## src/hdl/gcm_pkg.sv

```systemverilog
// Package for the greedy change maker: field widths, register indexes,
// line kinds and the sequencer state type. No dependencies.
package gcm_pkg;

    localparam int AMT_W   = 31;  // amount, denomination and count width
    localparam int IDX_W   = 3;   // denomination index and register index width
    localparam int CNT_W   = 5;   // divider step counter width

    // configuration register indexes
    localparam logic [IDX_W-1:0] REG_DENOM_COUNT = 3'd0;
    localparam logic [IDX_W-1:0] REG_DENOM_FIRST = 3'd1;

    // line kinds
    localparam logic KIND_COIN  = 1'b0;
    localparam logic KIND_FINAL = 1'b1;

    typedef enum logic [2:0] {
        ST_IDLE,
        ST_SELECT,
        ST_DIV,
        ST_EMIT,
        ST_FINAL
    } state_t;

endpackage

```

## src/hdl/greedy_change_maker.sv

```systemverilog
// Greedy change maker top level: sequencer around one shared restoring divider.
// Depends on gcm_pkg.
//
// The block takes one amount and splits it greedily over up to MAX_DENOMS
// denominations, used in register order (write them largest first). For every
// denomination in use that fits the remaining amount it sends one coin line;
// then it sends a final line with the leftover and last set. Zero
// denominations, and those larger than the remainder, are skipped. Each
// division runs on a single restoring divider, one quotient bit per cycle.
// in_stall is high from the accepted amount until its final line is loaded
// into the output register; the next amount may enter while that final
// line still waits to be taken.
module greedy_change_maker #(
    parameter int MAX_DENOMS = 7
) (
    input  logic                       clk,
    input  logic                       rst_n,
    // configuration write port
    input  logic                       cfg_we,
    input  logic [gcm_pkg::IDX_W-1:0]  cfg_index,
    input  logic [gcm_pkg::AMT_W-1:0]  cfg_data,
    // input channel
    input  logic                       in_valid,
    output logic                       in_stall,
    input  logic [gcm_pkg::AMT_W-1:0]  amount,
    // output channel
    output logic                       out_valid,
    input  logic                       out_stall,
    output logic                       entry_kind,
    output logic [gcm_pkg::IDX_W-1:0]  denom_index,
    output logic [gcm_pkg::AMT_W-1:0]  denomination,
    output logic [gcm_pkg::AMT_W-1:0]  coin_count,
    output logic [gcm_pkg::AMT_W-1:0]  leftover,
    output logic                       last
);

    import gcm_pkg::*;

    localparam int SEL_W = (MAX_DENOMS > 1) ? $clog2(MAX_DENOMS) : 1;
    localparam int DEPTH = 1 << SEL_W;

    // configuration
    logic [IDX_W-1:0] denom_count_reg;
    logic [AMT_W-1:0] denom_reg [DEPTH];

    // sequencer and divider
    state_t           state_reg, state_next;
    logic [IDX_W-1:0] idx_reg, idx_next;
    logic [IDX_W-1:0] cnt_reg, cnt_next;
    logic [AMT_W-1:0] rem_reg, rem_next;
    logic [AMT_W-1:0] part_reg, part_next;
    logic [AMT_W-1:0] quo_reg, quo_next;
    logic [CNT_W-1:0] step_reg, step_next;

    // output word
    logic             out_valid_reg, out_valid_next;
    logic             out_kind_reg, out_kind_next;
    logic [IDX_W-1:0] out_idx_reg, out_idx_next;
    logic [AMT_W-1:0] out_denom_reg, out_denom_next;
    logic [AMT_W-1:0] out_coins_reg, out_coins_next;
    logic [AMT_W-1:0] out_left_reg, out_left_next;
    logic             out_last_reg, out_last_next;

    logic             in_take;
    logic             out_free;
    logic [AMT_W-1:0] d_sel;
    logic [AMT_W:0]   shifted;
    logic [AMT_W:0]   diff;
    logic             fits;
    logic [IDX_W-1:0] cnt_sat;

    assign in_take  = in_valid && !in_stall;
    assign out_free = !out_valid_reg || !out_stall;
    assign d_sel    = denom_reg[idx_reg[SEL_W-1:0]];
    assign cnt_sat  = (denom_count_reg > IDX_W'(MAX_DENOMS)) ? IDX_W'(MAX_DENOMS)
                                                             : denom_count_reg;

    // one restoring step: bring in the next dividend bit, subtract if it fits
    assign shifted = {part_reg, quo_reg[AMT_W-1]};
    assign diff    = shifted - {1'b0, d_sel};
    assign fits    = shifted >= {1'b0, d_sel};

    always_ff @(posedge clk or negedge rst_n)
    begin
        if (!rst_n)
        begin
            denom_count_reg <= '0;
            for (int i = 0; i < DEPTH; i++)
            begin
                denom_reg[i] <= '0;
            end
        end
        else if (cfg_we)
        begin
            if (cfg_index == REG_DENOM_COUNT)
            begin
                denom_count_reg <= cfg_data[IDX_W-1:0];
            end
            else if ((cfg_index - REG_DENOM_FIRST) < IDX_W'(MAX_DENOMS))
            begin
                denom_reg[SEL_W'(cfg_index - REG_DENOM_FIRST)] <= cfg_data;
            end
        end
    end

    always_ff @(posedge clk or negedge rst_n)
    begin
        if (!rst_n)
        begin
            state_reg     <= ST_IDLE;
            idx_reg       <= '0;
            cnt_reg       <= '0;
            step_reg      <= '0;
            out_valid_reg <= 1'b0;
        end
        else
        begin
            state_reg     <= state_next;
            idx_reg       <= idx_next;
            cnt_reg       <= cnt_next;
            step_reg      <= step_next;
            out_valid_reg <= out_valid_next;
        end
    end

    always_ff @(posedge clk)
    begin
        rem_reg       <= rem_next;
        part_reg      <= part_next;
        quo_reg       <= quo_next;
        out_kind_reg  <= out_kind_next;
        out_idx_reg   <= out_idx_next;
        out_denom_reg <= out_denom_next;
        out_coins_reg <= out_coins_next;
        out_left_reg  <= out_left_next;
        out_last_reg  <= out_last_next;
    end

    always_comb
    begin
        state_next     = state_reg;
        idx_next       = idx_reg;
        cnt_next       = cnt_reg;
        rem_next       = rem_reg;
        part_next      = part_reg;
        quo_next       = quo_reg;
        step_next      = step_reg;
        out_valid_next = out_valid_reg && out_stall;
        out_kind_next  = out_kind_reg;
        out_idx_next   = out_idx_reg;
        out_denom_next = out_denom_reg;
        out_coins_next = out_coins_reg;
        out_left_next  = out_left_reg;
        out_last_next  = out_last_reg;

        case (state_reg)
            ST_IDLE:
            begin
                if (in_take)
                begin
                    rem_next   = amount;
                    idx_next   = '0;
                    cnt_next   = cnt_sat;
                    state_next = ST_SELECT;
                end
            end
            ST_SELECT:
            begin
                if (idx_reg == cnt_reg)
                begin
                    state_next = ST_FINAL;
                end
                else if (d_sel == '0 || rem_reg < d_sel)
                begin
                    // zero quotient or unused slot: no line
                    idx_next = idx_reg + 1'b1;
                end
                else
                begin
                    part_next  = '0;
                    quo_next   = rem_reg;
                    step_next  = '0;
                    state_next = ST_DIV;
                end
            end
            ST_DIV:
            begin
                part_next = fits ? diff[AMT_W-1:0] : shifted[AMT_W-1:0];
                quo_next  = {quo_reg[AMT_W-2:0], fits};
                step_next = step_reg + 1'b1;
                if (step_reg == CNT_W'(AMT_W - 1))
                begin
                    state_next = ST_EMIT;
                end
            end
            ST_EMIT:
            begin
                if (out_free)
                begin
                    out_valid_next = 1'b1;
                    out_kind_next  = KIND_COIN;
                    out_idx_next   = idx_reg;
                    out_denom_next = d_sel;
                    out_coins_next = quo_reg;
                    out_left_next  = '0;
                    out_last_next  = 1'b0;
                    rem_next       = part_reg;
                    idx_next       = idx_reg + 1'b1;
                    state_next     = ST_SELECT;
                end
            end
            ST_FINAL:
            begin
                if (out_free)
                begin
                    out_valid_next = 1'b1;
                    out_kind_next  = KIND_FINAL;
                    out_idx_next   = '0;
                    out_denom_next = '0;
                    out_coins_next = '0;
                    out_left_next  = rem_reg;
                    out_last_next  = 1'b1;
                    state_next     = ST_IDLE;
                end
            end
            default:
            begin
                state_next = ST_IDLE;
            end
        endcase
    end

    assign in_stall     = (state_reg != ST_IDLE);
    assign out_valid    = out_valid_reg;
    assign entry_kind   = out_kind_reg;
    assign denom_index  = out_idx_reg;
    assign denomination = out_denom_reg;
    assign coin_count   = out_coins_reg;
    assign leftover     = out_left_reg;
    assign last         = out_last_reg;

    a_div_nonzero: assert property (@(posedge clk) disable iff (!rst_n)
        (state_reg == ST_DIV) |-> (d_sel != '0 && part_reg < d_sel))
        else $error("divider running with bad divisor or remainder");

    a_coin_positive: assert property (@(posedge clk) disable iff (!rst_n)
        (out_valid_reg && !out_last_reg) |-> (out_coins_reg != '0 && out_left_reg == '0))
        else $error("coin line with zero count or nonzero leftover");

    a_accept_starts: assert property (@(posedge clk) disable iff (!rst_n)
        in_take |=> (state_reg == ST_SELECT && idx_reg == '0))
        else $error("accepted amount did not start the run");

    a_idx_bound: assert property (@(posedge clk) disable iff (!rst_n)
        (state_reg != ST_IDLE) |-> (idx_reg <= cnt_reg && cnt_reg <= IDX_W'(MAX_DENOMS)))
        else $error("denomination index beyond count");

    a_kind_last: assert property (@(posedge clk) disable iff (!rst_n)
        out_valid_reg |-> (out_last_reg == (out_kind_reg == KIND_FINAL)))
        else $error("last flag disagrees with line kind");

endmodule
```

## config.mk

```make
export PLATFORM = sky130hd
export DESIGN_NAME = greedy_change_maker
export DESIGN_NICKNAME = d
export VERILOG_FILES = /design/src/hdl/gcm_pkg.sv /design/src/hdl/greedy_change_maker.sv
export SDC_FILE = /design/constraint.sdc
export NUM_CORES = 1
export LEC_CHECK = 0
export ABC_AREA = 1
export BUFFER_PORTS_ARGS = -buffer_cell sky130_fd_sc_hd__buf_4
export CORE_MARGIN = 8
export CORE_UTILIZATION = 45
export DETAILED_ROUTE_END_ITERATION = 8
export PLACE_DENSITY = 0.62
export SYNTH_ARGS = -nofsm -noshare
export SYNTH_HDL_FRONTEND = slang
export SYNTH_SLANG_ARGS = --single-unit
export TNS_END_PERCENT = 20
```

## constraint.sdc

```tcl
create_clock -name clk -period 8.2 [get_ports clk]
set_input_delay 1.23 -clock clk [delete_from_list [all_inputs] [get_ports clk]]
set_output_delay 1.23 -clock clk [all_outputs]
set_load 0.05 [all_outputs]
```

==> reports/qor.yml, run 1 <==
ys_types: 42
hold_viol: 0
totalNegativeSetupSlack_ns: 0
cts_tree: "built"
die_area_sq_mm: 0.05515
finClkSkew_ns: 0.02427
area_delta_synth_final_pct: 15.33
ys_async_sr_fraction: 0.5833
die_h_um: 234.8
clkTransAtPathRegs_ns: 0.06
timing.rr.start: "idx_reg[0]$_DFFE_PN0P_"
dr.pass1.iters: 6
synth-edff-count: 190
htreeDepth: 2
core-area_sq_mm: 0.04755
crit_arrival_ns: 5.99
rows: 80
finalWorstSetupSlack_ns: 2.488
cts_buffers: 48
report.final.slew_viol_count: 0
final.min_clock_period_ns: 5.712
avgSynthCellArea_sq_um: 9.009
synth_cells: 2392
grt_max_degree: 151
fp.dieW_um: 234.8
gp_congestion: 0.9799
cts_setup_buffers: 0
power_uw: 12200
hpwl_um: 41790
syn_nets: 2529
viasPerCell: 5.340
grt_pass1_vias: 16450
synth_ff_type: "dfrtp_1"
outcome: "complete, no violations"
critPathRequiredTime_ns: 8.48
antenna_found_initial: 0
synth_top_area_frac: 0.3089
p_per_area_mw_per_mm2: 490.9
synthTopCellsByArea: "dfrtp_1, edfxtp_1, nand2_1, o21ai_0, nor2_1"
grt_overflow: 0
ir_drop_v: 0.0002783
worstMarginPinSlew_ns: 1.192
netlist_area_sq_mm: 0.02155
r2r_setup_slack_ns: 2.49
max_freq_mhz: 175.1
design.portCount: 170
pre_cts_ws_ns: 2.539
cp_max_fo: 75
p_leak_uw: 0.01133
netlist.top_cell.by_area: "dfrtp_1"
io_buffers: 169
clk_latency_ns: 0.59
max_cap_violations: 0
hp-class: "flip-flop to flip-flop"
cts_buffer_depth: 3
drc_errors: 0
grt_first_pass_wirelength_um: 97100
yosysWarnings: 0
nets: 2623
cts-resized-gates: 0
diodes: 0
totalWireLength_um: 61500
drive_gt1_frac: 0.1236
cp-end-kind: "flip-flop"
crit_start: "idx_reg[0]$_DFFE_PN0P_"
cts.sinks: 456
ys_seq_area_frac: 0.5737
vias: 16760
holdBufCountCts: 0
clockRootBuffer: "clkbuf_16"
wire_per_inst_um: 19.59
largest_reg_flops: 248
rsz0062_at_grt: "false"
postRouteAntennaNets: 0
cp-start-kind: "flip-flop"
synth_most_common_cell: "nand2_1"
ys_ff_latch: 456
synthTopCellsByCount: "nand2_1, o21ai_0, nor2_1, dfrtp_1, edfxtp_1"
setup_viol: 0
start_util: 0.4532
max_slew_margin: 0.2000
grt_use_total: 0.2191
period_share: 0.6965
hp-start: "denom_reg[4]$_DFFE_PN0P_"
drtIter0Drc: 1579
crit_type: "flip-flop to flip-flop"
[critical path: stages, from the launching register on]
cell and delay, ns:
dfrtp_4 0.69, inv_4 0.64, buf_4 0.56, nor2_1 0.10, o211ai_1 0.19, o21ai_1 0.28, ha_1 0.43, nand2_1 0.07
o21a_1 0.18, o221a_2 0.22, nand2_1 0.17, nand2_1 0.09, nand2_1 0.12, nand3_1 0.11, nand2_1 0.10, nand2_2 0.11
inv_2 0.82, buf_4 0.38
[layout by cell type, fill, tap and decap left out, drive strengths merged]
master / instances
bufinv: 4
a21o: 6
mux2: 3
ha: 66
dfrtp: 266
nand4: 8
a211oi: 1
a221oi: 1
nor3: 8
clkinvlp: 1
o211ai: 27
edfxtp: 190
inv: 174
o221a: 1
o311ai: 2
nor2: 307
xor2: 12
fa: 1
buf: 197
o221ai: 3
a31oi: 12
nand3b: 2
clkinv: 12
xnor2: 18
o22ai: 25
o21bai: 2
a21boi: 1
clkbuf: 68
o21a: 3
nor4: 3
a21oi: 74
nand3: 30
o21ai: 459
or2: 3
nand2: 534
[logic make-up (layout without fill, tap and decap cells)]
group	Yosys count	after routing	synth area share
AND/OR/NAND/NOR	895	895	0.1602
AO/OA/AOI/OAI	617	617	0.1526
flip-flops	456	456	0.5737
buffers and inverters	324	456	0.06050
adder cells (fa/ha/maj)	67	67	0.03925
XOR/XNOR	30	30	0.01219
multiplexers	3	3	0.001568
[through the flow]
stage | utilization | std cells | hold WS (ns) | area [sq um]
6_report | 0.5227 | 3139 | 0.3765 | 24850
5_1_grt | 0.5227 | 3139 | 0.3842 | 24850
4_1_cts | 0.5227 | 3139 | 0.3812 | 24850
3_5_place_dp | 0.4881 | 3051 | 0.3659 | 23210
3_3_place_gp | 0.4881 | 3051 | 0.3646 | 23210
2_1_floorplan | - | 2392 | 0.4290 | 21550
[where the power goes]
part / total [uW] / switching, uW / internal (uW)
Sequential: 3940 / 489 / 3450
Combinational: 6010 / 4200 / 1810
Clock: 2250 / 918 / 1340
[layer usage]
metal / share of wire / track usage / wire length, um / vias up
met5: 0 / 0 / 0 / -
met3: 0.048 / 0.03172 / 2981 / 81
met2: 0.45 / 0.3460 / 27900 / 452
met4: 0.020 / 0.05175 / 1214 / 0
met1: 0.48 / 0.3168 / 29410 / 8072
li1: - / - / - / 8156
[worst paths after layout]
path / to / cells past startpoint
worst max register to register: quo_reg[11]$_DFFE_PP_ / 17
worst max-delay path: quo_reg[11]$_DFFE_PP_ / 17
worst min-delay path: denom_reg[4]$_DFFE_PN0P_ / 0
max in group asynchronous: denom_reg[22]$_DFFE_PN0P_ / 2
min in group asynchronous: denom_reg[95]$_DFFE_PN0P_ / 1
worst min register to register: denom_reg[4]$_DFFE_PN0P_ / 0
[final cells by class]
cell class | count | area [sq um]
Fill cell | 4369 | 22690
Sequential cell | 456 | 12370
Tap cell | 615 | 769.5
Timing Repair Buffer | 197 | 1499
Multi-Input combinational cell | 1612 | 7926
Clock buffer | 68 | 1419
Inverter | 171 | 644.4
Clock inverter | 20 | 226.5
(Power assumes the default switching activity.)
==> inputs of run 2 (changes only) <==
--- a/config.mk
+++ b/config.mk
@@ -5,7 +5,7 @@
 export SDC_FILE = /design/constraint.sdc
 export NUM_CORES = 1
 export LEC_CHECK = 0
-export ABC_AREA = 1
+export ABC_AREA = 0
 export BUFFER_PORTS_ARGS = -buffer_cell sky130_fd_sc_hd__buf_4
 export CORE_MARGIN = 8
 export CORE_UTILIZATION = 45
==> constraint.sdc (replaced) <==
create_clock -name clk -period 5.8 [get_ports clk]
set_input_delay 0.87 -clock clk [delete_from_list [all_inputs] [get_ports clk]]
set_output_delay 0.87 -clock clk [all_outputs]
set_load 0.05 [all_outputs]
==> reports/qor.yml, run 2 <==
outcome: "complete, no violations"
die_area_sq_mm: 0.05513  # about the same
period_share: 0.8958  # +0.1992
report.final.slew_viol_count: 0  # unchanged
clkTransAtPathRegs_ns: 0.06  # about the same
drc_errors: 0  # unchanged
hpwl_um: 36450  # -13%
power_uw: 15850  # +30%
final_core_util: 0.5300  # +0.007289
max_cap_violations: 0  # unchanged
totalWireLength_um: 53070  # -14%
p_per_area_mw_per_mm2: 629.1  # +28%
die_h_um: 234.8  # about the same
vias: 13310  # -21%
cp-end-kind: "flip-flop"
netlist_area_sq_mm: 0.02154  # about the same
netlist.top_cell.by_area: "dfrtp_1"
largest_reg_flops: 248  # unchanged
critPathRequiredTime_ns: 6.04  # -2.44 ns
area_delta_synth_final_pct: 16.96
cp-start-kind: "flip-flop"
postRouteAntennaNets: 0  # unchanged
synth_ff_type: "dfrtp_1"
hold_viol: 0  # unchanged
cts_buffer_depth: 3  # unchanged
ys_seq_area_frac: 0.5738  # about the same
synth_cells: 1582  # -34%
ys_types: 59  # +40%
cts_buffers: 49  # +2.1%
grt_use_total: 0.1911  # -0.02803
syn_nets: 1719  # -32%
rows: 80  # unchanged
dr.pass1.iters: 5  # -1
finClkSkew_ns: 0.02600  # +0.001731 ns
synth_adder_area_share: 0.03926  # about the same
ys_async_sr_fraction: 0.5833  # unchanged
core-area_sq_mm: 0.04755  # unchanged
final_common_cell: "dfrtp_1"
final_cell_mix: "dfrtp_1, mux2_2, buf_4"
final.min_clock_period_ns: 5.196  # -0.5161 ns
synth-simple-area-share: 0.08601  # -0.07418
synth_most_common_cell: "dfrtp_1"
grt_max_degree: 100  # -34%
stdcell_count: 2391  # -24%
io_buffers: 169  # unchanged
fp.dieW_um: 234.8  # about the same
synthMuxAreaShare: 0.2245  # +0.2230
drive_gt1_frac: 0.3501  # +0.2264
crit_arrival_ns: 5.44  # -0.55 ns
finalWorstSetupSlack_ns: 0.6045  # -1.884 ns
dp.cells: 2298  # -25%
cts.sinks: 456  # unchanged
synth_top_family_by_area: "multiplexers"
grt_pass1_vias: 14120  # -14%
cp_max_fo: 63  # -16%
yosysWarnings: 0  # unchanged
synth-edff-count: 190  # unchanged
critPathMaxStageDelay_ns: 0.72  # -0.10 ns
htreeDepth: 2  # unchanged
cp_slowest_cell: "dfrtp_4"
pre_cts_ws_ns: 0.4939  # -2.045 ns
max_slew_margin: 0.3896  # +0.1896
synthTopCellsByCount: "dfrtp_1, mux2_2, edfxtp_1, nand2_1, nor2_1"
avgSynthCellArea_sq_um: 13.62  # +51%
crit_path_frequent_cell: "buf_12"
viasPerCell: 5.565  # +4.2%
cts_tree: "built"
gp_congestion: 0.9577  # -2.3%
start_util: 0.4531  # about the same
cts-resized-gates: 0  # unchanged
cts_setup_buffers: 0  # unchanged
synth-xor-area-share: 0.01179  # -0.0004037
holdBufCountCts: 0  # unchanged
grt_first_pass_wirelength_um: 83300  # -14%
ys_ff_latch: 456  # unchanged
synth_compound_area_frac: 0.04141  # -0.1112
grt_overflow: 0  # unchanged
totalNegativeSetupSlack_ns: 0  # unchanged
path_cells: "buf_12 -> mux4_2 -> mux2i_1 -> ha_1 -> nand4_1 -> nor4_1 -> nand2_1 -> a211oi_1 -> o31ai_2 -> nor2_1 -> o21ai_1 -> inv_2 -> buf_12"
hp-class: "primary input to async pin"
nets: 1871  # -29%
ir_drop_v: 0.0003742  # +34%
clockRootBuffer: "clkbuf_16"
worstMarginPinSlew_ns: 0.9157  # -0.2764 ns
rsz0062_at_grt: "false"
antenna_found_initial: 2  # +2
p_leak_uw: 0.01047  # -7.6%
wire_per_inst_um: 22.20  # +13%
design.portCount: 170  # unchanged
crit_type: "flip-flop to flip-flop"
drtIter0Drc: 626  # -60%
synth_top_area_frac: 0.3090  # about the same
synthTopCellsByArea: "dfrtp_1, edfxtp_1, mux2_2, mux4_2, ha_1"
max_freq_mhz: 192.5  # +9.9%
clk_latency_ns: 0.61  # +0.02 ns
setup_viol: 0  # unchanged
-- run 2: changes by cell type in the layout (fill, tap and decap cells not counted), moves of 22 or more --
cell      before  now
mux2i_1        0   58
and2_1         0   37
and3_1         0   34
nor2_1       306   86
a21oi_1       72   47
o21ai_1       84    5
o211ai_1      27    2
inv_1        164   16
mux2_2         3  254
nand2_1      527  141
mux4_2         0   62
o21ai_0      368   29
o22ai_1       25    3
-- run 2: critical path, delay by kind of cell, from the launching register on --
kind                     cells  cell delay [ns]
multiplexers                 2             1.09
flip-flops                   1             0.72
AND/OR/NAND/NOR              4             1.12
buffers and inverters        3             0.69
AO/OA/AOI/OAI                3             0.89
adder cells (fa/ha/maj)      1             0.23
-- run 2: layer usage --
metal	global-route usage	vias up	share of wire
met4	0.06389	0	0.030
met3	0.03956	88	0.050
li1	-	6107	-
met1	0.2498	6802	0.44
met2	0.3158	309	0.48
met5	0	-	0
-- run 2: cell families after synthesis --
| kind of cell | Yosys count |
|---|---|
| AND/OR/NAND/NOR | 391 |
| flip-flops | 456 |
| XOR/XNOR | 29 |
| multiplexers | 374 |
| adder cells (fa/ha/maj) | 67 |
| AO/OA/AOI/OAI | 142 |
| buffers and inverters | 123 |
-- run 2: cell type report --
cell class              count  area [sq um]
repair buffers            206          1617
fillers                  3980         22350
well taps                 615         769.5
clock inverters            13         150.1
diodes                      2         5.005
flip-flops and latches    456         12370
inverters                  18         67.56
multi-input cells        1003          8727
clock buffers              78          1495
-- run 2: final timing paths --
| path | end | cells past startpoint | startpoint | slack [ns] |
|---|---|---|---|---|
| max in group asynchronous | denom_reg[108]$_DFFE_PN0P_ | 2 | rst_n | 4.13 |
| max | quo_reg[11]$_DFFE_PP_ | 13 | idx_reg[0]$_DFFE_PN0P_ | 0.60 |
| min in group clk | denom_reg[10]$_DFFE_PN0P_ | 0 | denom_reg[10]$_DFFE_PN0P_ | 0.37 |
| min | denom_reg[223]$_DFFE_PN0P_ | 1 | rst_n | 0.29 |
| min reg2reg | denom_reg[10]$_DFFE_PN0P_ | 0 | denom_reg[10]$_DFFE_PN0P_ | 0.37 |
| max reg2reg | quo_reg[11]$_DFFE_PP_ | 13 | idx_reg[0]$_DFFE_PN0P_ | 0.60 |
-- run 2: power breakdown --
group / switching (uW) / internal [uW] / total (uW)
Sequential: 637 / 4760 / 5400
Combinational: 4320 / 2970 / 7300
Clock: 1300 / 1860 / 3160
-- run 2: metrics by stage --
step,cell area (sq um),hold WS [ns]
detailed placement,23550,0.3631
global route,25200,0.3336
global placement,23550,0.3599
CTS,25190,0.3009
finish,25200,0.2860
floorplan,21550,0.4240
